### src/rtl/aemt_pkg.sv
package aemt_pkg;

	// Configuration register indexes
	typedef enum logic [1:0] {
		REG_LOWER_LIMIT = 2'd0,
		REG_UPPER_LIMIT = 2'd1,
		REG_REVERSE     = 2'd2
	} reg_index_t;

	localparam int unsigned CFG_INDEX_W = 2;
	localparam int unsigned DISP_W      = 32;

	// Handshake between the sequencer and the divider
	typedef struct packed {
		logic start;
	} div_req_t;

	typedef struct packed {
		logic busy;
		logic done;
	} div_stat_t;

endpackage

### src/rtl/analog_encoder_multiturn_tracker.sv
// Multi-turn tracker for an analog absolute encoder. Each sample beat is
// clamped to [lower_limit, upper_limit], scaled to a single-turn angle
// (2^ANGLE_BITS per turn, truncated) and its shortest wrapped step from the
// previous angle is added to a saturating 32-bit accumulator
// (+/-(2^31-1)). One result beat per sample: displacement (negated when
// reverse is set) and the angle. The first sample after reset only sets the
// reference. If upper_limit <= lower_limit the angle is 0. out_valid rises
// after a sample is accepted and the restoring divider has reduced the
// integer part and then retired one quotient bit per cycle; in_ready is
// low from acceptance until the result beat is taken, so no new sample is
// taken while one is in flight.
// Write configuration only while no sample is in flight.
module analog_encoder_multiturn_tracker #(
	parameter int unsigned ADC_BITS   = 12,
	parameter int unsigned ANGLE_BITS = 16
) (
	input  logic                                   clk,
	input  logic                                   arst_n,
	input  logic                                   cfg_wen,
	input  logic [aemt_pkg::CFG_INDEX_W-1:0]       cfg_index,
	input  logic [ADC_BITS-1:0]                    cfg_data,
	input  logic                                   in_valid,
	output logic                                   in_ready,
	input  logic [ADC_BITS-1:0]                    sample,
	output logic                                   out_valid,
	input  logic                                   out_ready,
	output logic signed [aemt_pkg::DISP_W-1:0]     displacement,
	output logic [ANGLE_BITS-1:0]                  angle
);

	localparam int unsigned DW  = aemt_pkg::DISP_W;
	localparam int unsigned DLW = ANGLE_BITS + 2;
	localparam logic signed [DLW-1:0] HALF = DLW'(1) << (ANGLE_BITS - 1);
	localparam logic signed [DLW-1:0] TURN = DLW'(1) << ANGLE_BITS;
	localparam logic signed [DW:0] ACC_MAX = {2'b00, {(DW-1){1'b1}}};
	localparam logic signed [DW:0] ACC_MIN = -ACC_MAX;

	typedef enum logic [2:0] {
		S_IDLE,
		S_PREP,
		S_DIV,
		S_ACC,
		S_OUT
	} state_t;

	state_t state_q;

	logic [ADC_BITS-1:0]   lower_q;
	logic [ADC_BITS-1:0]   upper_q;
	logic                  reverse_q;
	logic [ADC_BITS-1:0]   sample_q;
	logic [ANGLE_BITS-1:0] angle_q;
	logic [ANGLE_BITS-1:0] prev_q;
	logic signed [DW-1:0]  acc_q;
	logic                  have_ref_q;
	logic signed [DW-1:0]  disp_q;

	aemt_pkg::div_req_t    div_req;
	aemt_pkg::div_stat_t   div_stat;
	logic [ADC_BITS-1:0]   clamped;
	logic [ADC_BITS-1:0]   diff;
	logic [ADC_BITS-1:0]   span;
	logic                  limits_bad;
	logic [ANGLE_BITS-1:0] quot;
	logic signed [DLW-1:0] dlt;
	logic signed [DLW-1:0] dlt_wrap;
	logic signed [DW:0]    sum;
	logic signed [DW-1:0]  acc_sat;
	logic signed [DW-1:0]  acc_next;

	always_ff @(posedge clk or negedge arst_n) begin
		if (!arst_n) begin
			lower_q   <= '0;
			upper_q   <= '1;
			reverse_q <= 1'b0;
		end else if (cfg_wen) begin
			unique case (cfg_index)
				aemt_pkg::REG_LOWER_LIMIT: lower_q   <= cfg_data;
				aemt_pkg::REG_UPPER_LIMIT: upper_q   <= cfg_data;
				aemt_pkg::REG_REVERSE:     reverse_q <= cfg_data[0];
				default: ;
			endcase
		end
	end

	always_comb begin
		limits_bad = upper_q <= lower_q;
		if (sample_q > upper_q) begin
			clamped = upper_q;
		end else if (sample_q < lower_q) begin
			clamped = lower_q;
		end else begin
			clamped = sample_q;
		end
		diff = clamped - lower_q;
		span = upper_q - lower_q;
	end

	assign div_req.start = state_q == S_PREP;

	aemt_div #(
		.ADC_BITS  (ADC_BITS),
		.ANGLE_BITS(ANGLE_BITS)
	) u_div (
		.clk   (clk),
		.arst_n(arst_n),
		.req   (div_req),
		.diff  (diff),
		.span  (span),
		.stat  (div_stat),
		.quot  (quot)
	);

	// Shortest wrapped step, then saturating accumulate
	always_comb begin
		dlt = $signed({2'b00, angle_q}) - $signed({2'b00, prev_q});
		if (dlt > HALF) begin
			dlt_wrap = dlt - TURN;
		end else if (dlt < -HALF) begin
			dlt_wrap = dlt + TURN;
		end else begin
			dlt_wrap = dlt;
		end
		sum = $signed({acc_q[DW-1], acc_q})
			+ $signed({{(DW+1-DLW){dlt_wrap[DLW-1]}}, dlt_wrap});
		if (sum > ACC_MAX) begin
			acc_sat = ACC_MAX[DW-1:0];
		end else if (sum < ACC_MIN) begin
			acc_sat = ACC_MIN[DW-1:0];
		end else begin
			acc_sat = sum[DW-1:0];
		end
		acc_next = have_ref_q ? acc_sat : acc_q;
	end

	always_ff @(posedge clk or negedge arst_n) begin
		if (!arst_n) begin
			state_q    <= S_IDLE;
			prev_q     <= '0;
			acc_q      <= '0;
			have_ref_q <= 1'b0;
		end else begin
			unique case (state_q)
				S_IDLE: begin
					if (in_valid) begin
						sample_q <= sample;
						state_q  <= S_PREP;
					end
				end
				S_PREP: begin
					state_q <= S_DIV;
				end
				S_DIV: begin
					if (div_stat.done) begin
						angle_q <= limits_bad ? '0 : quot;
						state_q <= S_ACC;
					end
				end
				S_ACC: begin
					acc_q      <= acc_next;
					have_ref_q <= 1'b1;
					prev_q     <= angle_q;
					disp_q     <= reverse_q ? -acc_next : acc_next;
					state_q    <= S_OUT;
				end
				S_OUT: begin
					if (out_ready) begin
						state_q <= S_IDLE;
					end
				end
				default: state_q <= S_IDLE;
			endcase
		end
	end

	assign in_ready     = state_q == S_IDLE;
	assign out_valid    = state_q == S_OUT;
	assign displacement = disp_q;
	assign angle        = angle_q;

`ifndef SYNTHESIS
	a_done_in_div: assert property (@(posedge clk) disable iff (!arst_n)
		div_stat.done |-> state_q == S_DIV)
		else $error("divider finished outside the divide phase");

	a_no_overlap: assert property (@(posedge clk) disable iff (!arst_n)
		out_valid |-> !in_ready && !div_stat.busy)
		else $error("result beat overlaps sample intake or division");

	a_accept_starts: assert property (@(posedge clk) disable iff (!arst_n)
		in_valid && in_ready |=> div_req.start)
		else $error("accepted sample did not start a division");

	a_sat_range: assert property (@(posedge clk) disable iff (!arst_n)
		out_valid |-> displacement != {1'b1, {(DW-1){1'b0}}})
		else $error("displacement left the saturated range");
`endif

endmodule

### src/rtl/aemt_div.sv
module aemt_div #(
	parameter int unsigned ADC_BITS   = 12,
	parameter int unsigned ANGLE_BITS = 16
) (
	input  logic                   clk,
	input  logic                   arst_n,
	input  aemt_pkg::div_req_t     req,
	input  logic [ADC_BITS-1:0]    diff,
	input  logic [ADC_BITS-1:0]    span,
	output aemt_pkg::div_stat_t    stat,
	output logic [ANGLE_BITS-1:0]  quot
);

	localparam int unsigned CNT_W = $clog2(ANGLE_BITS + 1);

	logic                  busy_q;
	logic                  done_q;
	logic                  pre_q;
	logic [CNT_W-1:0]      cnt_q;
	logic [ADC_BITS:0]     rem_q;
	logic [ADC_BITS-1:0]   span_q;
	logic [ANGLE_BITS-1:0] quot_q;

	logic [ADC_BITS:0] trial;
	logic [ADC_BITS:0] diffr;
	logic              ge;

	// Shared compare/subtract unit: the first step reduces the integer part,
	// each later step shifts the remainder and yields one fraction bit.
	always_comb begin
		trial = pre_q ? rem_q : {rem_q[ADC_BITS-1:0], 1'b0};
		ge    = trial >= {1'b0, span_q};
		diffr = trial - {1'b0, span_q};
	end

	always_ff @(posedge clk or negedge arst_n) begin
		if (!arst_n) begin
			busy_q <= 1'b0;
			done_q <= 1'b0;
			pre_q  <= 1'b0;
			cnt_q  <= '0;
		end else begin
			done_q <= 1'b0;
			if (req.start) begin
				busy_q <= 1'b1;
				pre_q  <= 1'b1;
				cnt_q  <= CNT_W'(ANGLE_BITS);
			end else if (busy_q) begin
				pre_q <= 1'b0;
				if (!pre_q) begin
					cnt_q <= cnt_q - 1'b1;
					if (cnt_q == CNT_W'(1)) begin
						busy_q <= 1'b0;
						done_q <= 1'b1;
					end
				end
			end
		end
	end

	always_ff @(posedge clk) begin
		if (req.start) begin
			rem_q  <= {1'b0, diff};
			span_q <= span;
		end else if (busy_q) begin
			rem_q <= ge ? diffr : trial;
			if (!pre_q) begin
				quot_q <= {quot_q[ANGLE_BITS-2:0], ge};
			end
		end
	end

	assign stat.busy = busy_q;
	assign stat.done = done_q;
	assign quot      = quot_q;

endmodule

### config.mk
export PLATFORM = sky130hd
export DESIGN_NAME = analog_encoder_multiturn_tracker
export DESIGN_NICKNAME = d
export VERILOG_FILES = /design/src/rtl/aemt_pkg.sv /design/src/rtl/analog_encoder_multiturn_tracker.sv /design/src/rtl/aemt_div.sv
export SDC_FILE = /design/constraint.sdc
export NUM_CORES = 1
export LEC_CHECK = 0
export BUFFER_PORTS_ARGS = -buffer_cell sky130_fd_sc_hd__clkbuf_2
export CAP_MARGIN = 10
export CORE_AREA = 2 2 232 234
export CTS_CLUSTER_SIZE = 40
export DETAILED_ROUTE_END_ITERATION = 8
export DIE_AREA = 0 0 234 236
export PLACE_DENSITY = 0.54
export SYNTH_ARGS = -nofsm -noshare
export SYNTH_HDL_FRONTEND = slang
export SYNTH_HIERARCHICAL = 1
export SYNTH_SLANG_ARGS = --single-unit
### constraint.sdc
create_clock -name clk -period 10.9 [get_ports clk]
set_clock_uncertainty 0.1 [all_clocks]
set_input_delay 1.09 -clock clk [delete_from_list [all_inputs] [get_ports clk]]
set_output_delay 1.09 -clock clk [all_outputs]
set_load 0.05 [all_outputs]
==> results of run 1 <==
-- worst max-delay path, delay by kind of cell (launching register included) --
| family | cells | cell delay [ns] |
|---|---|---|
| buffers and inverters | 2 | 0.14 |
| AO/OA/AOI/OAI | 13 | 3.52 |
| flip-flops | 1 | 0.38 |
| adder cells (fa/ha/maj) | 4 | 1.35 |
| XOR/XNOR | 2 | 0.27 |
| AND/OR/NAND/NOR | 10 | 3.06 |
-- metal layers --
layer | wire [um] | part of all wire
met3 | 1820 | 0.044
met2 | 20500 | 0.50
met4 | 820 | 0.020
met5 | 0 | 0
met1 | 18100 | 0.44
-- worst min-delay path by stage --
stage                            start                  endpoint  cells past startpoint
3_3_place_gp   u_div/quot[9]$_DFFE_PP_  u_div/quot[10]$_DFFE_PP_                      0
2_1_floorplan  u_div/quot[9]$_DFFE_PP_  u_div/quot[10]$_DFFE_PP_                      0
5_1_grt        u_div/quot[4]$_DFFE_PP_   u_div/quot[5]$_DFFE_PP_                      0
6_report       u_div/quot[6]$_DFFE_PP_   u_div/quot[7]$_DFFE_PP_                      0
3_5_place_dp   u_div/quot[3]$_DFFE_PP_   u_div/quot[4]$_DFFE_PP_                      0
4_1_cts        u_div/quot[3]$_DFFE_PP_   u_div/quot[4]$_DFFE_PP_                      0
-- registers in the layout, summed over array words and instances, names as in the netlist, 3 cells and up --
name,cells
lower_q,12
acc_q,32
angle,16
u_div/rem_q,13
displacement,32
state_q,3
sample_q,12
upper_q,12
u_div/cnt_q,5
u_div/span_q,12
u_div/quot,16
prev_q,16
-- cell type report --
| type | instances | area (sq um) |
|---|---|---|
| fill | 5568 | 37200 |
| multi-input combinational | 1198 | 8310 |
| tap | 696 | 871 |
| antenna | 1 | 2.50 |
| clock buffer | 18 | 429 |
| inverter | 106 | 400 |
| timing repair buffer | 92 | 497 |
| clock inverter | 14 | 161 |
| sequential | 186 | 5160 |
-- per-stage QoR --
stage | cells | util | cell area (sq um)
2_1_floorplan | 1552 | - | 14100
3_3_place_gp | 2277 | 0.287 | 15200
3_5_place_dp | 2277 | 0.287 | 15200
4_1_cts | 2309 | 0.298 | 15800
5_1_grt | 2310 | 0.298 | 15800
6_report | 2311 | 0.298 | 15800
==> flow_summary.ini, run 1 <==
[clock_tree]
path_clk_slew_ns = 0.07
htree_levels = 4
clock_latency_ns = 0.45
clock-sinks = 186
cts_setup_buffers = 0
cts_buffers = 17
hold_buffers = 0
cts_tree = done
cts-resized-gates = 0
clk_path_buf_depth = 2
clockRootBuffer = clkbuf_16

[synthesis]
avgSynthCellArea_sq_um = 9.10
yosysWarnings = 6
syn-instance-count = 1552
synth_nets = 1699
syn_area_sq_um = 14100

[drt]
vias = 11775
antenna_left = 0
drcViolationCount = 0
dr.pass1.iters = 5
routedWlPerCell_um = 17.8
finalWirelength_um = 41200
drt-initial-drc-count = 785
avgViaCountPerCell = 5.10

[setup_path]
r2r_cells = 31
regToRegSetupSlack_ns = 1.80
crit_slowest_cell = nor4_1
r2r-start = angle[0]$_SDFFCE_PP0P_
r2r-end = displacement[28]$_DFFE_PP_
cp_data_arrival_time_ns = 9.19
cpPeakStageDelay_ns = 0.65
setup.worst_path.end = displacement[28]$_DFFE_PP_
worstSetupPathType = register to register
crit_required_ns = 10.99
crit_path_end_kind = register
crit_top_cell = o21ai_0
crit_path_start_kind = register
worstPathMaxFanout = 16
crit_start = angle[0]$_SDFFCE_PP0P_

[finish]
layout_commonest_cell = nand2_1
fin_nets = 1748
areaGrowthSynthToFinish_pct = 12.1
final_cell_mix = nand2_1, o21ai_0, ha_1, inv_1, edfxtp_1
drive_gt1_frac = 0.131

[global_routing]
first_global_vias = 11798
met3_usage = 0.0260
met2_usage = 0.260
busiest_layer = met2
grt_max_degree = 58
grt_pass1_wl_um = 65300
grt_use_met1 = 0.192
overflow = 0
grtUsageTotal = 0.151
grt_antenna_before_repair = 0

[floorplan]
die_w_um = 234
initial_core_util = 0.266
die_h_um = 236
core_sq_um = 53100
pin_count = 81
rows = 85
die-area_sq_um = 55200

[sta]
fmax_mhz = 110
setup_viol = 0
setup_ws_ns = 1.80
setup_tns_ns = 0
slew_viol_final = 0
finalCritPeriodShare = 0.835
layout_min_cycle_time_ns = 9.10
grt_setup_unrepaired = false
whs_ns = 0.339
max_slew.worst_pin.slew_ns = 1.02
maxSlewHeadroom = 0.315
hold_violations = 0

[placement]
port_buffers = 80
place_ws_ns = 1.90
dp_hpwl_um = 32100
routabilityCongestion = 0.875

[worst_hold_path]
hp-class = register to register

[outcome]
outcome = complete, no violations

[run]
cap_violations = 0
Power of run 1 is left out: the tool's default activity adds up to more than one toggle a clock period on the data nets, which glitch-free logic cannot reach.
==> inputs of run 2 (changes only) <==
--- a/config.mk
+++ b/config.mk
@@ -11,7 +11,7 @@
 export CTS_CLUSTER_SIZE = 40
 export DETAILED_ROUTE_END_ITERATION = 8
 export DIE_AREA = 0 0 234 236
-export PLACE_DENSITY = 0.54
+export PLACE_DENSITY = 0.55
 export SYNTH_ARGS = -nofsm -noshare
 export SYNTH_HDL_FRONTEND = slang
 export SYNTH_HIERARCHICAL = 1
==> constraint.sdc (replaced) <==
create_clock -name clk -period 7.3 [get_ports clk]
set_clock_uncertainty 0.1 [all_clocks]
set_input_delay 0.73 -clock clk [delete_from_list [all_inputs] [get_ports clk]]
set_output_delay 0.73 -clock clk [all_outputs]
set_load 0.05 [all_outputs]
==> flow_summary.ini, run 2 (synthesis results as in run 1) <==
[outcome]
violations = setup timing
outcome = finished with violations

[floorplan]
pin_count = 81
initial_core_util = 0.266
rows = 85
core_sq_um = 53100
die_h_um = 236
die-area_sq_um = 55200
die_w_um = 234

[setup_path]
cp_data_arrival_time_ns = 7.71
cpPeakStageDelay_ns = 0.49
worstSetupPathType = register to register
regToRegSetupSlack_ns = -0.26
crit_top_cell = buf_4
crit_path_end_kind = register
crit_required_ns = 7.45
r2r_cells = 30
r2r-end = displacement[14]$_DFFE_PP_
crit_path_start_kind = register
crit_slowest_cell = or4_4
cp_num_buf_inv = 7
r2r-start = angle[0]$_SDFFCE_PP0P_
critPathTopFamily = simple AND/OR/NAND/NOR gates
worstPathMaxFanout = 6

[clock_tree]
clk_path_buf_depth = 2
cts_buffers = 17
htree_levels = 4
clock-sinks = 186
path_clk_slew_ns = 0.09
clock_latency_ns = 0.48
clockRootBuffer = clkbuf_16
hold_buffers = 0
cts_tree = done

[drt]
dr.pass1.iters = 5
vias = 12657
antenna_left = 0
drcViolationCount = 0
finalWirelength_um = 43800
drt-initial-drc-count = 800
routedWlPerCell_um = 17.2
avgViaCountPerCell = 4.97

[worst_hold_path]
hp-class = primary input to async pin

[global_routing]
grt_antenna_before_repair = 0
overflow = 0
grt_pass1_wl_um = 68300
grt_max_degree = 58
grtUsageTotal = 0.159
first_global_vias = 12362

[sta]
hold_violations = 0
maxSlewHeadroom = 0.195
finalCritPeriodShare = 1.04
fmax_mhz = 132
grt_setup_unrepaired = true
max_slew.worst_pin.slew_ns = 1.20
setup_viol = 20
slew_viol_final = 0
whs_ns = 0.176
layout_min_cycle_time_ns = 7.56
setup_ws_ns = -0.257
setup_tns_ns = -2.96

[placement]
dp_hpwl_um = 33800
routabilityCongestion = 0.853
port_buffers = 80

[run]
cap_violations = 0

[finish]
final_cell_mix = buf_4, nand2_1, o21ai_0, inv_1, edfxtp_1
fillCellCount = 5325
fin_nets = 1984
antenna_cells = 0
drive_gt1_frac = 0.297
areaGrowthSynthToFinish_pct = 30.5
layout_commonest_cell = buf_4
-- run 2: worst max path at each step --
stage | startpoint | endpoint | slack (ns) | cells after the start
final | angle[0]$_SDFFCE_PP0P_ | displacement[14]$_DFFE_PP_ | -0.26 | 30
after global routing | angle[0]$_SDFFCE_PP0P_ | displacement[30]$_DFFE_PP_ | -0.57 | 36
after floorplan | angle[0]$_SDFFCE_PP0P_ | displacement[28]$_DFFE_PP_ | -0.52 | 28
after detailed placement | angle[0]$_SDFFCE_PP0P_ | displacement[30]$_DFFE_PP_ | -0.61 | 35
after CTS | angle[0]$_SDFFCE_PP0P_ | displacement[30]$_DFFE_PP_ | -0.22 | 36
after global placement | angle[0]$_SDFFCE_PP0P_ | displacement[28]$_DFFE_PP_ | -0.54 | 35
-- run 2: layout make-up --
type / count / area [sq um] / area share
sequential: 186 / 5160 / 0.280
timing repair buffer: 328 / 2370 / 0.129
tap: 696 / 871 / 0.0473
multi-input combinational: 1198 / 9020 / 0.490
clock inverter: 15 / 171 / 0.00930
clock buffer: 17 / 425 / 0.0231
inverter: 106 / 400 / 0.0217
-- run 2: layer usage --
layer  track usage  routed length, um  vias to the layer above  share of wire
li1              -                  -                     6243              -
met1         0.202              19500                     6143           0.45
met2         0.273              21900                      231           0.50
met3        0.0295               1650                       40          0.038
met4        0.0414                694                        0          0.016
met5             0                  0                        -              0
-- run 2: repair_timing --
action,CTS,global route
buffers inserted,19,17
pin swaps,25,34
resized for setup,47,112
cloned,1,1
setup endpoints to repair,31,42
-- run 2: metrics by stage --
step	std cells	setup WS (ns)	util	cell area (sq um)
floorplan	1552	-0.516	-	14200
global placement	2477	-0.539	0.317	16800
detailed placement	2477	-0.607	0.317	16800
CTS	2529	-0.218	0.335	17800
global route	2546	-0.574	0.347	18400
finish	2546	-0.257	0.347	18400
Power of run 2 is left out for the same reason.
